File: src/hdl/trsd_pkg.sv
package trsd_pkg;

  localparam int RECORD_BYTES = 16;
  localparam int WINDOW_BYTES = 2 * RECORD_BYTES;
  localparam int CNT_W        = $clog2(WINDOW_BYTES + 1);

  localparam int FREQ_W = 32;
  localparam int MODE_W = 4;
  localparam int BW_W   = 5;
  localparam int TDATA_W = 48;

  localparam logic [BW_W-1:0] BW_MAX = 5'd24;

  // Record byte offsets
  localparam int OFS_FREQ = 1;
  localparam int OFS_MODE = 7;
  localparam int OFS_FILT = 8;

  // Raw bytes of one record that the decoder needs
  typedef struct packed {
    logic [FREQ_W-1:0] freq_raw;
    logic [7:0]        mode_byte;
    logic [7:0]        filt_byte;
  } rec_raw_t;

  typedef struct packed {
    logic [FREQ_W-1:0] freq_hz;
    logic [MODE_W-1:0] mode_index;
    logic [BW_W-1:0]   bandwidth_index;
  } rec_t;

  // Closing byte seen; full when the reply held two whole records
  typedef struct packed {
    logic valid;
    logic full;
  } evt_t;

  function automatic logic [MODE_W-1:0] base_mode(input logic [2:0] code);
    logic [MODE_W-1:0] m;
    unique case (code)
      3'd0:    m = 4'd0;
      3'd1:    m = 4'd1;
      3'd2:    m = 4'd2;
      3'd3:    m = 4'd4;
      3'd4:    m = 4'd6;
      3'd5:    m = 4'd7;
      3'd6:    m = 4'd9;
      default: m = 4'd0;
    endcase
    return m;
  endfunction

endpackage

File: src/hdl/trsd_window.sv
module trsd_window (
  input  logic                        clk,
  input  logic                        rst,
  input  logic                        accept,
  input  logic [7:0]                  rx_byte,
  input  logic                        end_of_reply,
  input  logic                        take,
  output logic [7:0]                  win [trsd_pkg::WINDOW_BYTES],
  output trsd_pkg::evt_t              evt
);

  logic [trsd_pkg::CNT_W-1:0] bytes_seen;
  logic [trsd_pkg::CNT_W-1:0] bytes_seen_next;

  always_comb begin
    if (bytes_seen == trsd_pkg::CNT_W'(trsd_pkg::WINDOW_BYTES)) begin
      bytes_seen_next = bytes_seen;
    end else begin
      bytes_seen_next = bytes_seen + 1'b1;
    end
  end

  // oldest byte at index 0
  always_ff @(posedge clk) begin
    if (accept) begin
      for (int i = 0; i < trsd_pkg::WINDOW_BYTES - 1; i++) begin
        win[i] <= win[i+1];
      end
      win[trsd_pkg::WINDOW_BYTES-1] <= rx_byte;
    end
  end

  always_ff @(posedge clk) begin
    if (rst) begin
      bytes_seen <= '0;
      evt        <= '0;
    end else begin
      if (accept) begin
        bytes_seen <= end_of_reply ? '0 : bytes_seen_next;
      end
      if (accept && end_of_reply) begin
        evt.valid <= 1'b1;
        evt.full  <= (bytes_seen_next == trsd_pkg::CNT_W'(trsd_pkg::WINDOW_BYTES));
      end else if (take) begin
        evt.valid <= 1'b0;
      end
    end
  end

endmodule

File: src/hdl/trsd_decode.sv
module trsd_decode (
  input  trsd_pkg::rec_raw_t raw,
  output trsd_pkg::rec_t     rec
);

  logic [trsd_pkg::FREQ_W+3:0] prod;
  logic [5:0]                  bw_sum;

  // x10 as x8 + x2
  assign prod = {1'b0, raw.freq_raw, 3'b000} + {3'b000, raw.freq_raw, 1'b0};

  assign bw_sum = 6'({raw.filt_byte[6:4], 2'b00}) + 6'(raw.filt_byte[6:4])
                + 6'(raw.filt_byte[2:0]);

  always_comb begin
    rec.freq_hz    = prod[trsd_pkg::FREQ_W+3:4];
    rec.mode_index = trsd_pkg::base_mode(raw.mode_byte[2:0])
                   + trsd_pkg::MODE_W'(raw.filt_byte[7]);
    if (bw_sum > 6'(trsd_pkg::BW_MAX)) begin
      rec.bandwidth_index = trsd_pkg::BW_MAX;
    end else begin
      rec.bandwidth_index = bw_sum[trsd_pkg::BW_W-1:0];
    end
  end

endmodule

File: src/hdl/transceiver_status_record_decoder.sv
// Status reply decoder. Takes one reply byte per cycle on the slave side; tlast marks the
// closing byte. The last 32 bytes are kept in a shift register. When a reply of 32 bytes
// or more closes, two result items follow on the master side, VFO A (tuser 0) then VFO B
// (tuser 1, tlast 1); a shorter reply gives one item with frame_ok 0 and tlast 1. The
// closing byte sets a registered event in the window; the decoded results are then loaded
// into the output register that drives the master side. Throughput is one byte per cycle;
// the slave side stalls only when a closed reply is waiting because the output register
// still holds the previous reply's results.
module transceiver_status_record_decoder (
  input  logic                          clk,
  input  logic                          rst,
  input  logic                          s_axis_tvalid,
  output logic                          s_axis_tready,
  input  logic [7:0]                    s_axis_tdata,  // [7:0] rx_byte
  input  logic                          s_axis_tlast,  // end_of_reply
  output logic                          m_axis_tvalid,
  input  logic                          m_axis_tready,
  // [31:0] freq_hz, [35:32] mode_index, [40:36] bandwidth_index, [41] frame_ok
  output logic [trsd_pkg::TDATA_W-1:0]  m_axis_tdata,
  output logic                          m_axis_tuser,  // vfo_is_b
  output logic                          m_axis_tlast   // last
);

  localparam int RB = trsd_pkg::RECORD_BYTES;

  logic [7:0]         win [trsd_pkg::WINDOW_BYTES];
  trsd_pkg::evt_t     evt;
  trsd_pkg::rec_raw_t raw_a, raw_b;
  trsd_pkg::rec_t     dec_a, dec_b;
  trsd_pkg::rec_t     rec_a, rec_b, cur;

  logic accept, out_fire, pair_load, pair_last;
  logic pair_valid, pair_full, phase;

  assign accept = s_axis_tvalid && s_axis_tready;

  trsd_window u_window (
    .clk          (clk),
    .rst          (rst),
    .accept       (accept),
    .rx_byte      (s_axis_tdata),
    .end_of_reply (s_axis_tlast),
    .take         (pair_load),
    .win          (win),
    .evt          (evt)
  );

  always_comb begin
    raw_a.freq_raw  = {win[trsd_pkg::OFS_FREQ],   win[trsd_pkg::OFS_FREQ+1],
                       win[trsd_pkg::OFS_FREQ+2], win[trsd_pkg::OFS_FREQ+3]};
    raw_a.mode_byte = win[trsd_pkg::OFS_MODE];
    raw_a.filt_byte = win[trsd_pkg::OFS_FILT];
    raw_b.freq_raw  = {win[RB+trsd_pkg::OFS_FREQ],   win[RB+trsd_pkg::OFS_FREQ+1],
                       win[RB+trsd_pkg::OFS_FREQ+2], win[RB+trsd_pkg::OFS_FREQ+3]};
    raw_b.mode_byte = win[RB+trsd_pkg::OFS_MODE];
    raw_b.filt_byte = win[RB+trsd_pkg::OFS_FILT];
  end

  trsd_decode u_dec_a (.raw(raw_a), .rec(dec_a));
  trsd_decode u_dec_b (.raw(raw_b), .rec(dec_b));

  // a short reply has a single item
  assign pair_last = !pair_full || phase;
  assign out_fire  = pair_valid && m_axis_tready;
  assign pair_load = evt.valid && (!pair_valid || (out_fire && pair_last));

  // window must not move while a closed reply waits to be decoded
  assign s_axis_tready = !evt.valid || pair_load;

  always_ff @(posedge clk) begin
    if (rst) begin
      pair_valid <= 1'b0;
      pair_full  <= 1'b0;
      phase      <= 1'b0;
    end else if (pair_load) begin
      pair_valid <= 1'b1;
      pair_full  <= evt.full;
      phase      <= 1'b0;
      rec_a      <= dec_a;
      rec_b      <= dec_b;
    end else if (out_fire) begin
      if (pair_last) begin
        pair_valid <= 1'b0;
        phase      <= 1'b0;
      end else begin
        phase <= 1'b1;
      end
    end
  end

  always_comb begin
    if (!pair_full) begin
      cur = '0;
    end else if (phase) begin
      cur = rec_b;
    end else begin
      cur = rec_a;
    end
  end

  assign m_axis_tvalid = pair_valid;
  assign m_axis_tdata  = {6'b000000, pair_full, cur.bandwidth_index, cur.mode_index,
                          cur.freq_hz};
  assign m_axis_tuser  = pair_full && phase;
  assign m_axis_tlast  = pair_last;

endmodule

File: config.mk
export PLATFORM = sky130hd
export DESIGN_NAME = transceiver_status_record_decoder
export DESIGN_NICKNAME = d
export VERILOG_FILES = /design/src/hdl/trsd_pkg.sv /design/src/hdl/trsd_window.sv /design/src/hdl/trsd_decode.sv /design/src/hdl/transceiver_status_record_decoder.sv
export SDC_FILE = /design/constraint.sdc
export NUM_CORES = 1
export LEC_CHECK = 0
export ABC_AREA = 1
export BUFFER_PORTS_ARGS = -buffer_cell sky130_fd_sc_hd__buf_2
export CORE_ASPECT_RATIO = 1.1
export CORE_MARGIN = 8
export CORE_UTILIZATION = 26
export CTS_CLUSTER_DIAMETER = 40
export DETAILED_ROUTE_END_ITERATION = 8
export SLEW_MARGIN = 20
export SYNTH_ARGS = -nofsm -noshare
export SYNTH_HDL_FRONTEND = slang
export SYNTH_SLANG_ARGS = --single-unit
File: constraint.sdc
create_clock -name clk -period 13.37 [get_ports clk]
set_clock_uncertainty 0.05 [all_clocks]
set_input_delay 0.6685 -clock clk [delete_from_list [all_inputs] [get_ports clk]]
set_output_delay 0.6685 -clock clk [all_outputs]
set_load 0.01 [all_outputs]
Word-level counts from Yosys, hierarchy flattened
Cells that the tools add are included.
{"block": "op_classes", "eq_ne": 14, "n_addsub": 9, "n_mux": 12, "order_cmp": 2, "bitwise": 1, "n_reduce_logical": 18}
{"operator": "2-to-1 mux 41 bit", "n": 2}
{"operator": "adder 35 x 33 -> 36 bit", "n": 2}
{"operator": "case mux 4 bit (6 select lines)", "n": 2}
{"operator": "== test 3 bit, second input constant", "n": 6}
{"operator": "adder 5 x 3 -> 6 bit", "n": 2}
{"operator": "adder 6 x 3 -> 6 bit", "n": 2}
{"operator": "== test 3 x 2 -> 1 bit, second input constant", "n": 4}
{"operator": "== test 6 bit, second input constant", "n": 2}
{"operator": "greater-than comparator 6 x 5 -> 1 bit, second input constant", "n": 2}
{"operator": "2-to-1 mux 6 bit", "n": 2}
{"operator": "adder 4 x 1 -> 4 bit", "n": 2}
{"operator": "adder 6 x 1 -> 6 bit, second input constant", "n": 1}
{"operator": "== test 3 x 1 -> 1 bit, second input constant", "n": 2}
{"operator": "logical AND 1 bit", "n": 6}
{"operator": "2-to-1 mux 1 bit", "n": 6}
{"operator": "nonzero test 2 bit", "n": 3}
{"operator": "AND reduction 2 bit", "n": 2}
{"operator": "logical NOT 1 bit", "n": 3}
{"operator": "logical OR 1 bit", "n": 3}
{"operator": "OR reduction 2 bit", "n": 1}
{"operator": "NOT 1 bit", "n": 1}
{"block": "totals", "register_bits": 341, "input_bits": 13, "output_inout_bits": 52, "wordCells": 99}

Longest topological paths before layout
Gate-level depths: netlist of the first run.
{"block": "depth", "depth_word": 9, "depth_mapped": 13, "depth_no_buf": 13}

Cells and area by module
A second synthesis of the first run with hierarchy kept.
{"block": "hier_totals", "hier_cells": 1657, "hier_area_um2": 16744.8}
{"module": "trsd_window", "area_each_um2": 8186.6, "cells_per_inst": 329, "n_inst": 1, "seq_area_each_um2": 7847.5}
{"module": "transceiver_status_record_decoder", "area_each_um2": 3296.9, "cells_per_inst": 252, "n_inst": 1, "seq_area_each_um2": 2522.4}
{"module": "trsd_decode (u_dec_b)", "area_each_um2": 2640.0, "cells_per_inst": 538, "n_inst": 1, "seq_area_each_um2": 0.0}
{"module": "trsd_decode (u_dec_a)", "area_each_um2": 2621.3, "cells_per_inst": 538, "n_inst": 1, "seq_area_each_um2": 0.0}

Worst setup path before layout of the first run
Ideal clock, no wire load.
{"block": "synth_timing", "kind": "input to register", "start": "in m_axis_tready", "end": "reg pair_full", "arrival_time_ps": 4944, "path_buffers": 0, "required_time_ps": 13241, "slack_ps": 8298, "path_stages": 7, "setup_ps": 79, "cell_sequence": "nand2_1 -> clkinv_1 -> nand2_2 -> nand2_1 -> nand2_1 -> nor2_1 -> a22o_1"}
{"block": "synth_via", "elab_chain_cells": 4}
{"item": "from (decl)", "line": "transceiver_status_record_decoder.sv:17", "source": "input logic m_axis_tready,"}
{"item": "logical AND 1 bit", "line": "transceiver_status_record_decoder.sv:64", "source": "assign out_fire = pair_valid && m_axis_tready;"}
{"item": "logical AND 1 bit", "line": "transceiver_status_record_decoder.sv:65", "source": "assign pair_load = evt.valid && (!pair_valid || (out_fire && pair_last));"}
{"item": "logical OR 1 bit", "line": "transceiver_status_record_decoder.sv:65"}
{"item": "logical AND 1 bit", "line": "transceiver_status_record_decoder.sv:65"}
{"item": "to (signal assigned)", "line": "transceiver_status_record_decoder.sv:77", "source": "pair_full <= evt.full;"}
{"item": "to (decl)", "line": "transceiver_status_record_decoder.sv:33", "source": "logic pair_valid, pair_full, phase;"}
No other way between the ends.
A chain may end at the register's enable or synchronous reset.

Worst setup path in the final report of the first run
{"block": "layout_timing", "start": "reg phase", "end": "reg u_window.win[29] (netlist name), enable pin"}
{"block": "layout_via", "elab_chain_cells": 6}
{"item": "from (decl)", "line": "transceiver_status_record_decoder.sv:33"}
{"item": "from (signal assigned)", "line": "transceiver_status_record_decoder.sv:74", "source": "phase <= 1'b0;"}
{"item": "from (signal assigned)", "line": "transceiver_status_record_decoder.sv:78", "source": "phase <= 1'b0;"}
{"item": "from (signal assigned)", "line": "transceiver_status_record_decoder.sv:84", "source": "phase <= 1'b0;"}
{"item": "logical OR 1 bit", "line": "transceiver_status_record_decoder.sv:63", "source": "assign pair_last = !pair_full || phase;"}
{"item": "logical AND 1 bit", "line": "transceiver_status_record_decoder.sv:65"}
{"item": "logical OR 1 bit", "line": "transceiver_status_record_decoder.sv:65"}
{"item": "logical AND 1 bit", "line": "transceiver_status_record_decoder.sv:65"}
{"item": "logical OR 1 bit", "line": "transceiver_status_record_decoder.sv:68", "source": "assign s_axis_tready = !evt.valid || pair_load;"}
{"item": "logical AND 1 bit", "line": "transceiver_status_record_decoder.sv:35", "source": "assign accept = s_axis_tvalid && s_axis_tready;"}
{"item": "named net accept", "line": "transceiver_status_record_decoder.sv:32", "source": "logic accept, out_fire, pair_load, pair_last;"}
{"item": "to (signal, indexed assignment)", "line": "trsd_window.sv:27", "source": "win[i] <= win[i+1];"}
{"item": "to (signal, indexed assignment)", "line": "trsd_window.sv:29", "source": "win[trsd_pkg::WINDOW_BYTES-1] <= rx_byte;"}
{"item": "to (decl)", "line": "trsd_window.sv:8", "source": "output logic [7:0] win [trsd_pkg::WINDOW_BYTES],"}
The timed path passes the listed nets, and every way through them passes these cells.

==> flow_summary.ini, run 1 <==
[critical_path]
critical_path.top_delay_family = buffers and inverters
rr_worst_depth = 8
crit_path_end_kind = flop
rr_endpoint = u_window.win[29]
timing.critical_path.cells = inv_2 > nand2_2 > nand2_2 > nand3_4 > nand2_8 > inv_8 > buf_4 > buf_4
worst_path_max_delay_cell = sky130_fd_sc_hd__buf_4
critPathMaxFanout = 90
critPathArrivalTime_ps = 4120
cp_data_required_time_ps = 13510
rr_startpoint = phase
timing.critical_path.from_type = flop
setup.worst_path.class = reg -> reg
regToRegSetupSlack_ps = 9390
cp_num_buf_inv = 4
cpPeakStageDelay_ps = 880

[sta]
min_period_over_period_pct = 29.79
setup_viol = 0
max-slew-margin-rel_pct = 35.31
final-max-slew-violation-count = 0
timing.final.crit_period_ps = 3982
setup_ws_ps = 9388
totalNegativeSetupSlack_ps = 0
worstMarginPinSlew_ps = 970.3
hold_violation_count_in_the_final_report = 0
fmax_ghz = 0.2511
grt_setup_unrepaired = false

[route]
detailroute.via_count = 10820
vias_per_cell = 4.104
detailedRoute.firstIterationViolations = 676
routed_wl_microns = 36240
drtPass1Iterations = 5
antenna_violating_nets_post_route = 0
routed_wire_length_per_instance_microns = 13.75
drc_errors = 0

[layout]
postLayoutCoreUtil_pct = 30.92
area_delta_synth_final_pct = 18.54
final.fill_count = 6406
final_common_cell = sky130_fd_sc_hd__nand2_1
diodes = 0
top_library_cells_by_usage_in_the_layout_fill_and_taps_aside = sky130_fd_sc_hd__nand2_1 (552), sky130_fd_sc_hd__edfxtp_1 (330), sky130_fd_sc_hd__inv_1 (269), sky130_fd_sc_hd__nor2_1 (105), sky130_fd_sc_hd__nand3_1 (93)
drive_gt1_share_pct = 11.82
finish.net_count = 1845
final_cells = 2635

[flow_run]
max_cap_viol_count = 0

[min_path]
hold_start = s_axis_tdata[6]
worst_hold_path_class = in -> reg
worst_hold_path.endpoint = u_window.win[6]
timing.hold.worst_path_depth = 1

[logic_synthesis]
syn-mean-instance-area_sq_um = 10.00
synth_top_cell_area_share_pct = 60.08
synth_seq_area_share_pct = 61.42
synth_top_cell_by_area = sky130_fd_sc_hd__edfxtp_1
synthCells = 1649
syn_area_sq_um = 16490
postSynth.asyncResetShare_pct = 0
synth-edff-count = 330
ys_dominant_reg_cell = sky130_fd_sc_hd__edfxtp_1
ys_types = 39
synth_area_leaders = sky130_fd_sc_hd__edfxtp_1 (60%), sky130_fd_sc_hd__nand2_1 (13%), sky130_fd_sc_hd__inv_1 (6.1%)
post_synthesis_sequential_element_count = 341
ys.warnings.count = 0

[clock_tree]
clock_insertion_delay_worst_skew_ps = 600
cts_made_buffers = 54
post_cts.resized_instances = 0
cts_setup_buffers = 0
numClockSinks = 341
cts-root-to-sink-buffers = 3
clk_transition_reported_paths_ps = 60
ctsHtreeMaxLevel = 2
post_cts_hold_buffer_count = 0
clock_tree_from_tritoncts = done
cts-root-buf = sky130_fd_sc_hd__clkbuf_16

[floorplan]
floorplan.rows = 97
initial_utilization_pct = 26.08
floorplan.die.height_microns = 280.2
core_sq_um = 63230
design.portCount = 65
fp.dieArea_sq_um = 71760
die_w_microns = 256.1

[pwr]
total_leakage_power_nw = 8.797
power-per-cell-area_nw_per_um2 = 147.2
vdd.ir_drop.worst_mv = 0.1049
design_power_total_mw = 2.877

[global_route]
grt_max_degree = 91
grt_first_pass_wirelength_microns = 57660
first_global_vias = 11000
grt_overflow_total = 0
globalRouteTotalUtil_pct = 10.00
antenna_found_initial = 0

[place]
gpl.final_weighted_congestion = 0.8756
detailedPlacementHpwl_microns = 27300
number_of_cells_in_the_design_after_placement = 2537
port-buffer-count = 58
dp_slack_ps = 9381

[run_status]
outcome = complete, no violations
-- logic make-up after synthesis --
logic type	count (synthesis)	synth area share, %
buffers and inverters	294	6.888
AND/OR/NAND/NOR	819	20.66
XOR/XNOR	41	2.177
other	1	0.02274
flip-flops	341	61.42
adder cells (fa/ha/maj)	80	6.342
AO/OA/AOI/OAI	73	2.496
-- how the worst max path moves through the flow --
stage | depth (start not counted) | end | from
final | 8 | u_window.win[29] | phase
after global routing | 8 | u_window.win[29] | phase
after CTS | 8 | u_window.win[4] | phase
after detailed placement | 9 | u_window.win[0] | m_axis_tready
after global placement | 9 | u_window.win[2] | m_axis_tready
after floorplan | 7 | pair_full | m_axis_tready
-- routing by layer --
layer  GRT usage, %  up-vias  routed length [microns]  part of all wire (%)
met5              0        -                        0                     0
met4          4.056        0                     1242                   3.4
met3          2.068       85                     1407                   3.9
met2          17.80      195                    17960                    50
met1          11.67     4978                    15630                    43
li1               -     5557                        -                     -
-- cells in the mapped netlist (2+ instances only) --
| cell type | n |
|---|---|
| sky130_fd_sc_hd__buf_4 | 8 |
| sky130_fd_sc_hd__clkinv_1 | 2 |
| sky130_fd_sc_hd__nor3_1 | 3 |
| sky130_fd_sc_hd__xnor2_1 | 2 |
| sky130_fd_sc_hd__edfxtp_1 | 330 |
| sky130_fd_sc_hd__a31oi_1 | 3 |
| sky130_fd_sc_hd__nand2_2 | 28 |
| sky130_fd_sc_hd__xor2_1 | 39 |
| sky130_fd_sc_hd__ha_1 | 74 |
| sky130_fd_sc_hd__o21ai_0 | 8 |
| sky130_fd_sc_hd__a21oi_1 | 47 |
| sky130_fd_sc_hd__nand2_1 | 552 |
| sky130_fd_sc_hd__clkbuf_1 | 13 |
| sky130_fd_sc_hd__nand3_2 | 3 |
| sky130_fd_sc_hd__inv_1 | 269 |
| sky130_fd_sc_hd__nor2_2 | 12 |
| sky130_fd_sc_hd__fa_1 | 6 |
| sky130_fd_sc_hd__nand3_1 | 93 |
| sky130_fd_sc_hd__nor2_1 | 106 |
| sky130_fd_sc_hd__and2_1 | 2 |
| sky130_fd_sc_hd__o21ai_1 | 2 |
| sky130_fd_sc_hd__and3_1 | 4 |
| sky130_fd_sc_hd__nand4_1 | 9 |
| sky130_fd_sc_hd__dfxtp_1 | 11 |
| sky130_fd_sc_hd__a21oi_2 | 5 |
| sky130_fd_sc_hd__o21bai_1 | 5 |
-- stage by stage --
stage | hold WS [ps] | instance area, sq um
after floorplan | 350.3 | 16510
after global placement | 350.4 | 17800
after detailed placement | 354.5 | 17800
after CTS | 175.1 | 19550
after global routing | 171.1 | 19550
final | 216.0 | 19550
-- report_power, final --
| part | switching (mW) | total (mW) | internal [mW] |
|---|---|---|---|
| Clock | 0.527 | 1.32 | 0.797 |
| Sequential | 0.0289 | 1.28 | 1.25 |
| Combinational | 0.187 | 0.275 | 0.0882 |
-- layout make-up --
class	instances	area [sq um]	share of cell area, %
clock buffers	56	1359	6.950
clock inverters	42	395.4	2.022
inverters	273	1032	5.280
multi-input cells	1019	5254	26.87
flip-flops and latches	341	10130	51.82
well taps	841	1052	5.382
repair buffers	63	327.8	1.677
-- state kept, by name, indices dropped and copies added, names as in the netlist --
register and cells:
m_axis_tvalid 1, pair_full 1, phase 1, rec_a 41, rec_b 41, u_window.bytes_seen 6
u_window.evt 2, u_window.win 248
Note: power is estimated with default switching activity, not from simulation.
==> inputs of run 2 (changes only) <==
==> constraint.sdc (replaced) <==
create_clock -name clk -period 3.3 [get_ports clk]
set_clock_uncertainty 0.05 [all_clocks]
set_input_delay 0.165 -clock clk [delete_from_list [all_inputs] [get_ports clk]]
set_output_delay 0.165 -clock clk [all_outputs]
set_load 0.01 [all_outputs]
==> flow_summary.ini, run 2 (synthesis gave the netlist of run 1 again) <==
[place]
port-buffer-count = 58
gpl.final_weighted_congestion = 0.8756
dp_slack_ps = 780.7
detailedPlacementHpwl_microns = 26420

[floorplan]
core_sq_um = 63230
die_w_microns = 256.1
floorplan.die.height_microns = 280.2
fp.dieArea_sq_um = 71760
floorplan.rows = 97
initial_utilization_pct = 26.08
design.portCount = 65

[critical_path]
critPathLaunch = pair_full
cp_data_required_time_ps = 3080
regToRegSetupSlack_ps = 760
timing.critical_path.from_type = flop
rr_endpoint = rec_a[4]
setup.worst_path.class = reg -> out
rr_worst_depth = 9
critPathMaxFanout = 44
critPathArrivalTime_ps = 2390
crit_path_end_kind = primary output
rr_startpoint = u_window.win[188]

[sta]
worstMarginPinSlew_ps = 910.7
timing.final.crit_period_ps = 2605
max-slew-margin-rel_pct = 39.29
setup_ws_ps = 694.7
grt_setup_unrepaired = false
totalNegativeSetupSlack_ps = 0
fmax_ghz = 0.3838
final-max-slew-violation-count = 0
setup_viol = 0
min_period_over_period_pct = 78.95
hold_violation_count_in_the_final_report = 0

[route]
drtPass1Iterations = 5
detailroute.via_count = 11050
routed_wire_length_per_instance_microns = 13.52
detailedRoute.firstIterationViolations = 652
routed_wl_microns = 35950
antenna_violating_nets_post_route = 0
drc_errors = 0
vias_per_cell = 4.155

[min_path]
worst_hold_path.endpoint = u_window.win[7]
timing.hold.worst_path_depth = 2
worst_hold_path_class = in -> reg
hold_start = s_axis_tdata[7]

[clock_tree]
cts_made_buffers = 54
clock_insertion_delay_worst_skew_ps = 610
ctsHtreeMaxLevel = 2
cts_setup_buffers = 0
cts-root-to-sink-buffers = 3
post_cts.resized_instances = 0
cts-root-buf = sky130_fd_sc_hd__clkbuf_16
clock_tree_from_tritoncts = done
numClockSinks = 341
clk_transition_reported_paths_ps = 60

[global_route]
antenna_found_initial = 0
globalRouteTotalUtil_pct = 9.808
grt_first_pass_wirelength_microns = 56880
first_global_vias = 10960
grt_overflow_total = 0
grt_max_degree = 101

[pwr]
total_leakage_power_nw = 9.032
power-per-cell-area_nw_per_um2 = 622.6
design_power_total_mw = 12.49
vdd.ir_drop.worst_mv = 0.6157

[layout]
diodes = 0
final.fill_count = 6341
finish.net_count = 1866
top_library_cells_by_usage_in_the_layout_fill_and_taps_aside = sky130_fd_sc_hd__nand2_1 (552), sky130_fd_sc_hd__edfxtp_1 (330), sky130_fd_sc_hd__inv_1 (269), sky130_fd_sc_hd__nor2_1 (105), sky130_fd_sc_hd__nand3_1 (93)
drive_gt1_share_pct = 12.42
biggest_registers_after_layout = u_window.win x248, rec_a x41, rec_b x41
final_common_cell = sky130_fd_sc_hd__nand2_1
area_delta_synth_final_pct = 21.64
registers.top_by_ff_count = u_window.win
largest_register_ffs = 248

[run_status]
outcome = complete, no violations

[flow_run]
max_cap_viol_count = 0
## run 2: changes by cell type in the layout (fill, tap and decap cells not counted), sizes merged
cell	delta
inv	-8
clkinv	+2
dlygate4sd3	+12
bufinv	+10
buf	+9
## run 2: layer usage
| layer | wire, microns | vias to the layer above | track usage, % |
|---|---|---|---|
| met1 | 15710 | 5151 | 11.76 |
| met2 | 17620 | 214 | 16.96 |
| met4 | 1263 | 0 | 4.713 |
| li1 | - | 5612 | - |
| met5 | 0 | - | 0 |
| met3 | 1357 | 76 | 1.709 |
## run 2: area by class of cell
class	count	area (sq um)	share of cell area (%)
Clock inverter	46	668.1	3.330
Tap cell	841	1052	5.245
Multi-Input combinational cell	1019	5254	26.19
Timing Repair Buffer	84	565.5	2.819
Inverter	273	1032	5.145
Clock buffer	56	1359	6.773
Sequential cell	341	10130	50.50
## run 2: metrics by stage
step	instance area (sq um)	hold slack [ps]	cells	utilization, %
5_1_grt	20060	176.3	2660	31.73
4_1_cts	20060	160.3	2660	31.73
2_1_floorplan	16520	213.9	1654	-
6_report	20060	205.8	2660	31.73
3_3_place_gp	17910	292.3	2546	28.33
3_5_place_dp	17910	293.1	2546	28.33
## run 2: critical path, cell delays in order, from the launching register on
cell                       delay, ps
sky130_fd_sc_hd__dfxtp_2         330
sky130_fd_sc_hd__buf_4           430
sky130_fd_sc_hd__nand2_1         110
sky130_fd_sc_hd__clkinv_1         60
sky130_fd_sc_hd__buf_4           360
sky130_fd_sc_hd__nand2_1         220
sky130_fd_sc_hd__nand2_1         120
sky130_fd_sc_hd__buf_2           130
## run 2: how the worst max path moves through the flow
| stage | end | slack (ps) |
|---|---|---|
| floorplan | u_window.bytes_seen[3] | 290 |
| CTS | m_axis_tdata[10] | 620 |
| detailed placement | rec_a[4] | 780 |
| global placement | rec_a[4] | 770 |
| global route | m_axis_tdata[9] | 450 |
| finish | m_axis_tdata[10] | 690 |
## run 2: repair_timing
action / in CTS / in global routing
hold buffers: 12 / 0
endpoints found under the setup margin: 0 / 0
hold endpoints to repair: 18 / 0
## run 2: power by group
part	switching, mW	internal, mW
clock network	2.18	4.01
logic	0.760	0.379
registers	0.112	5.06
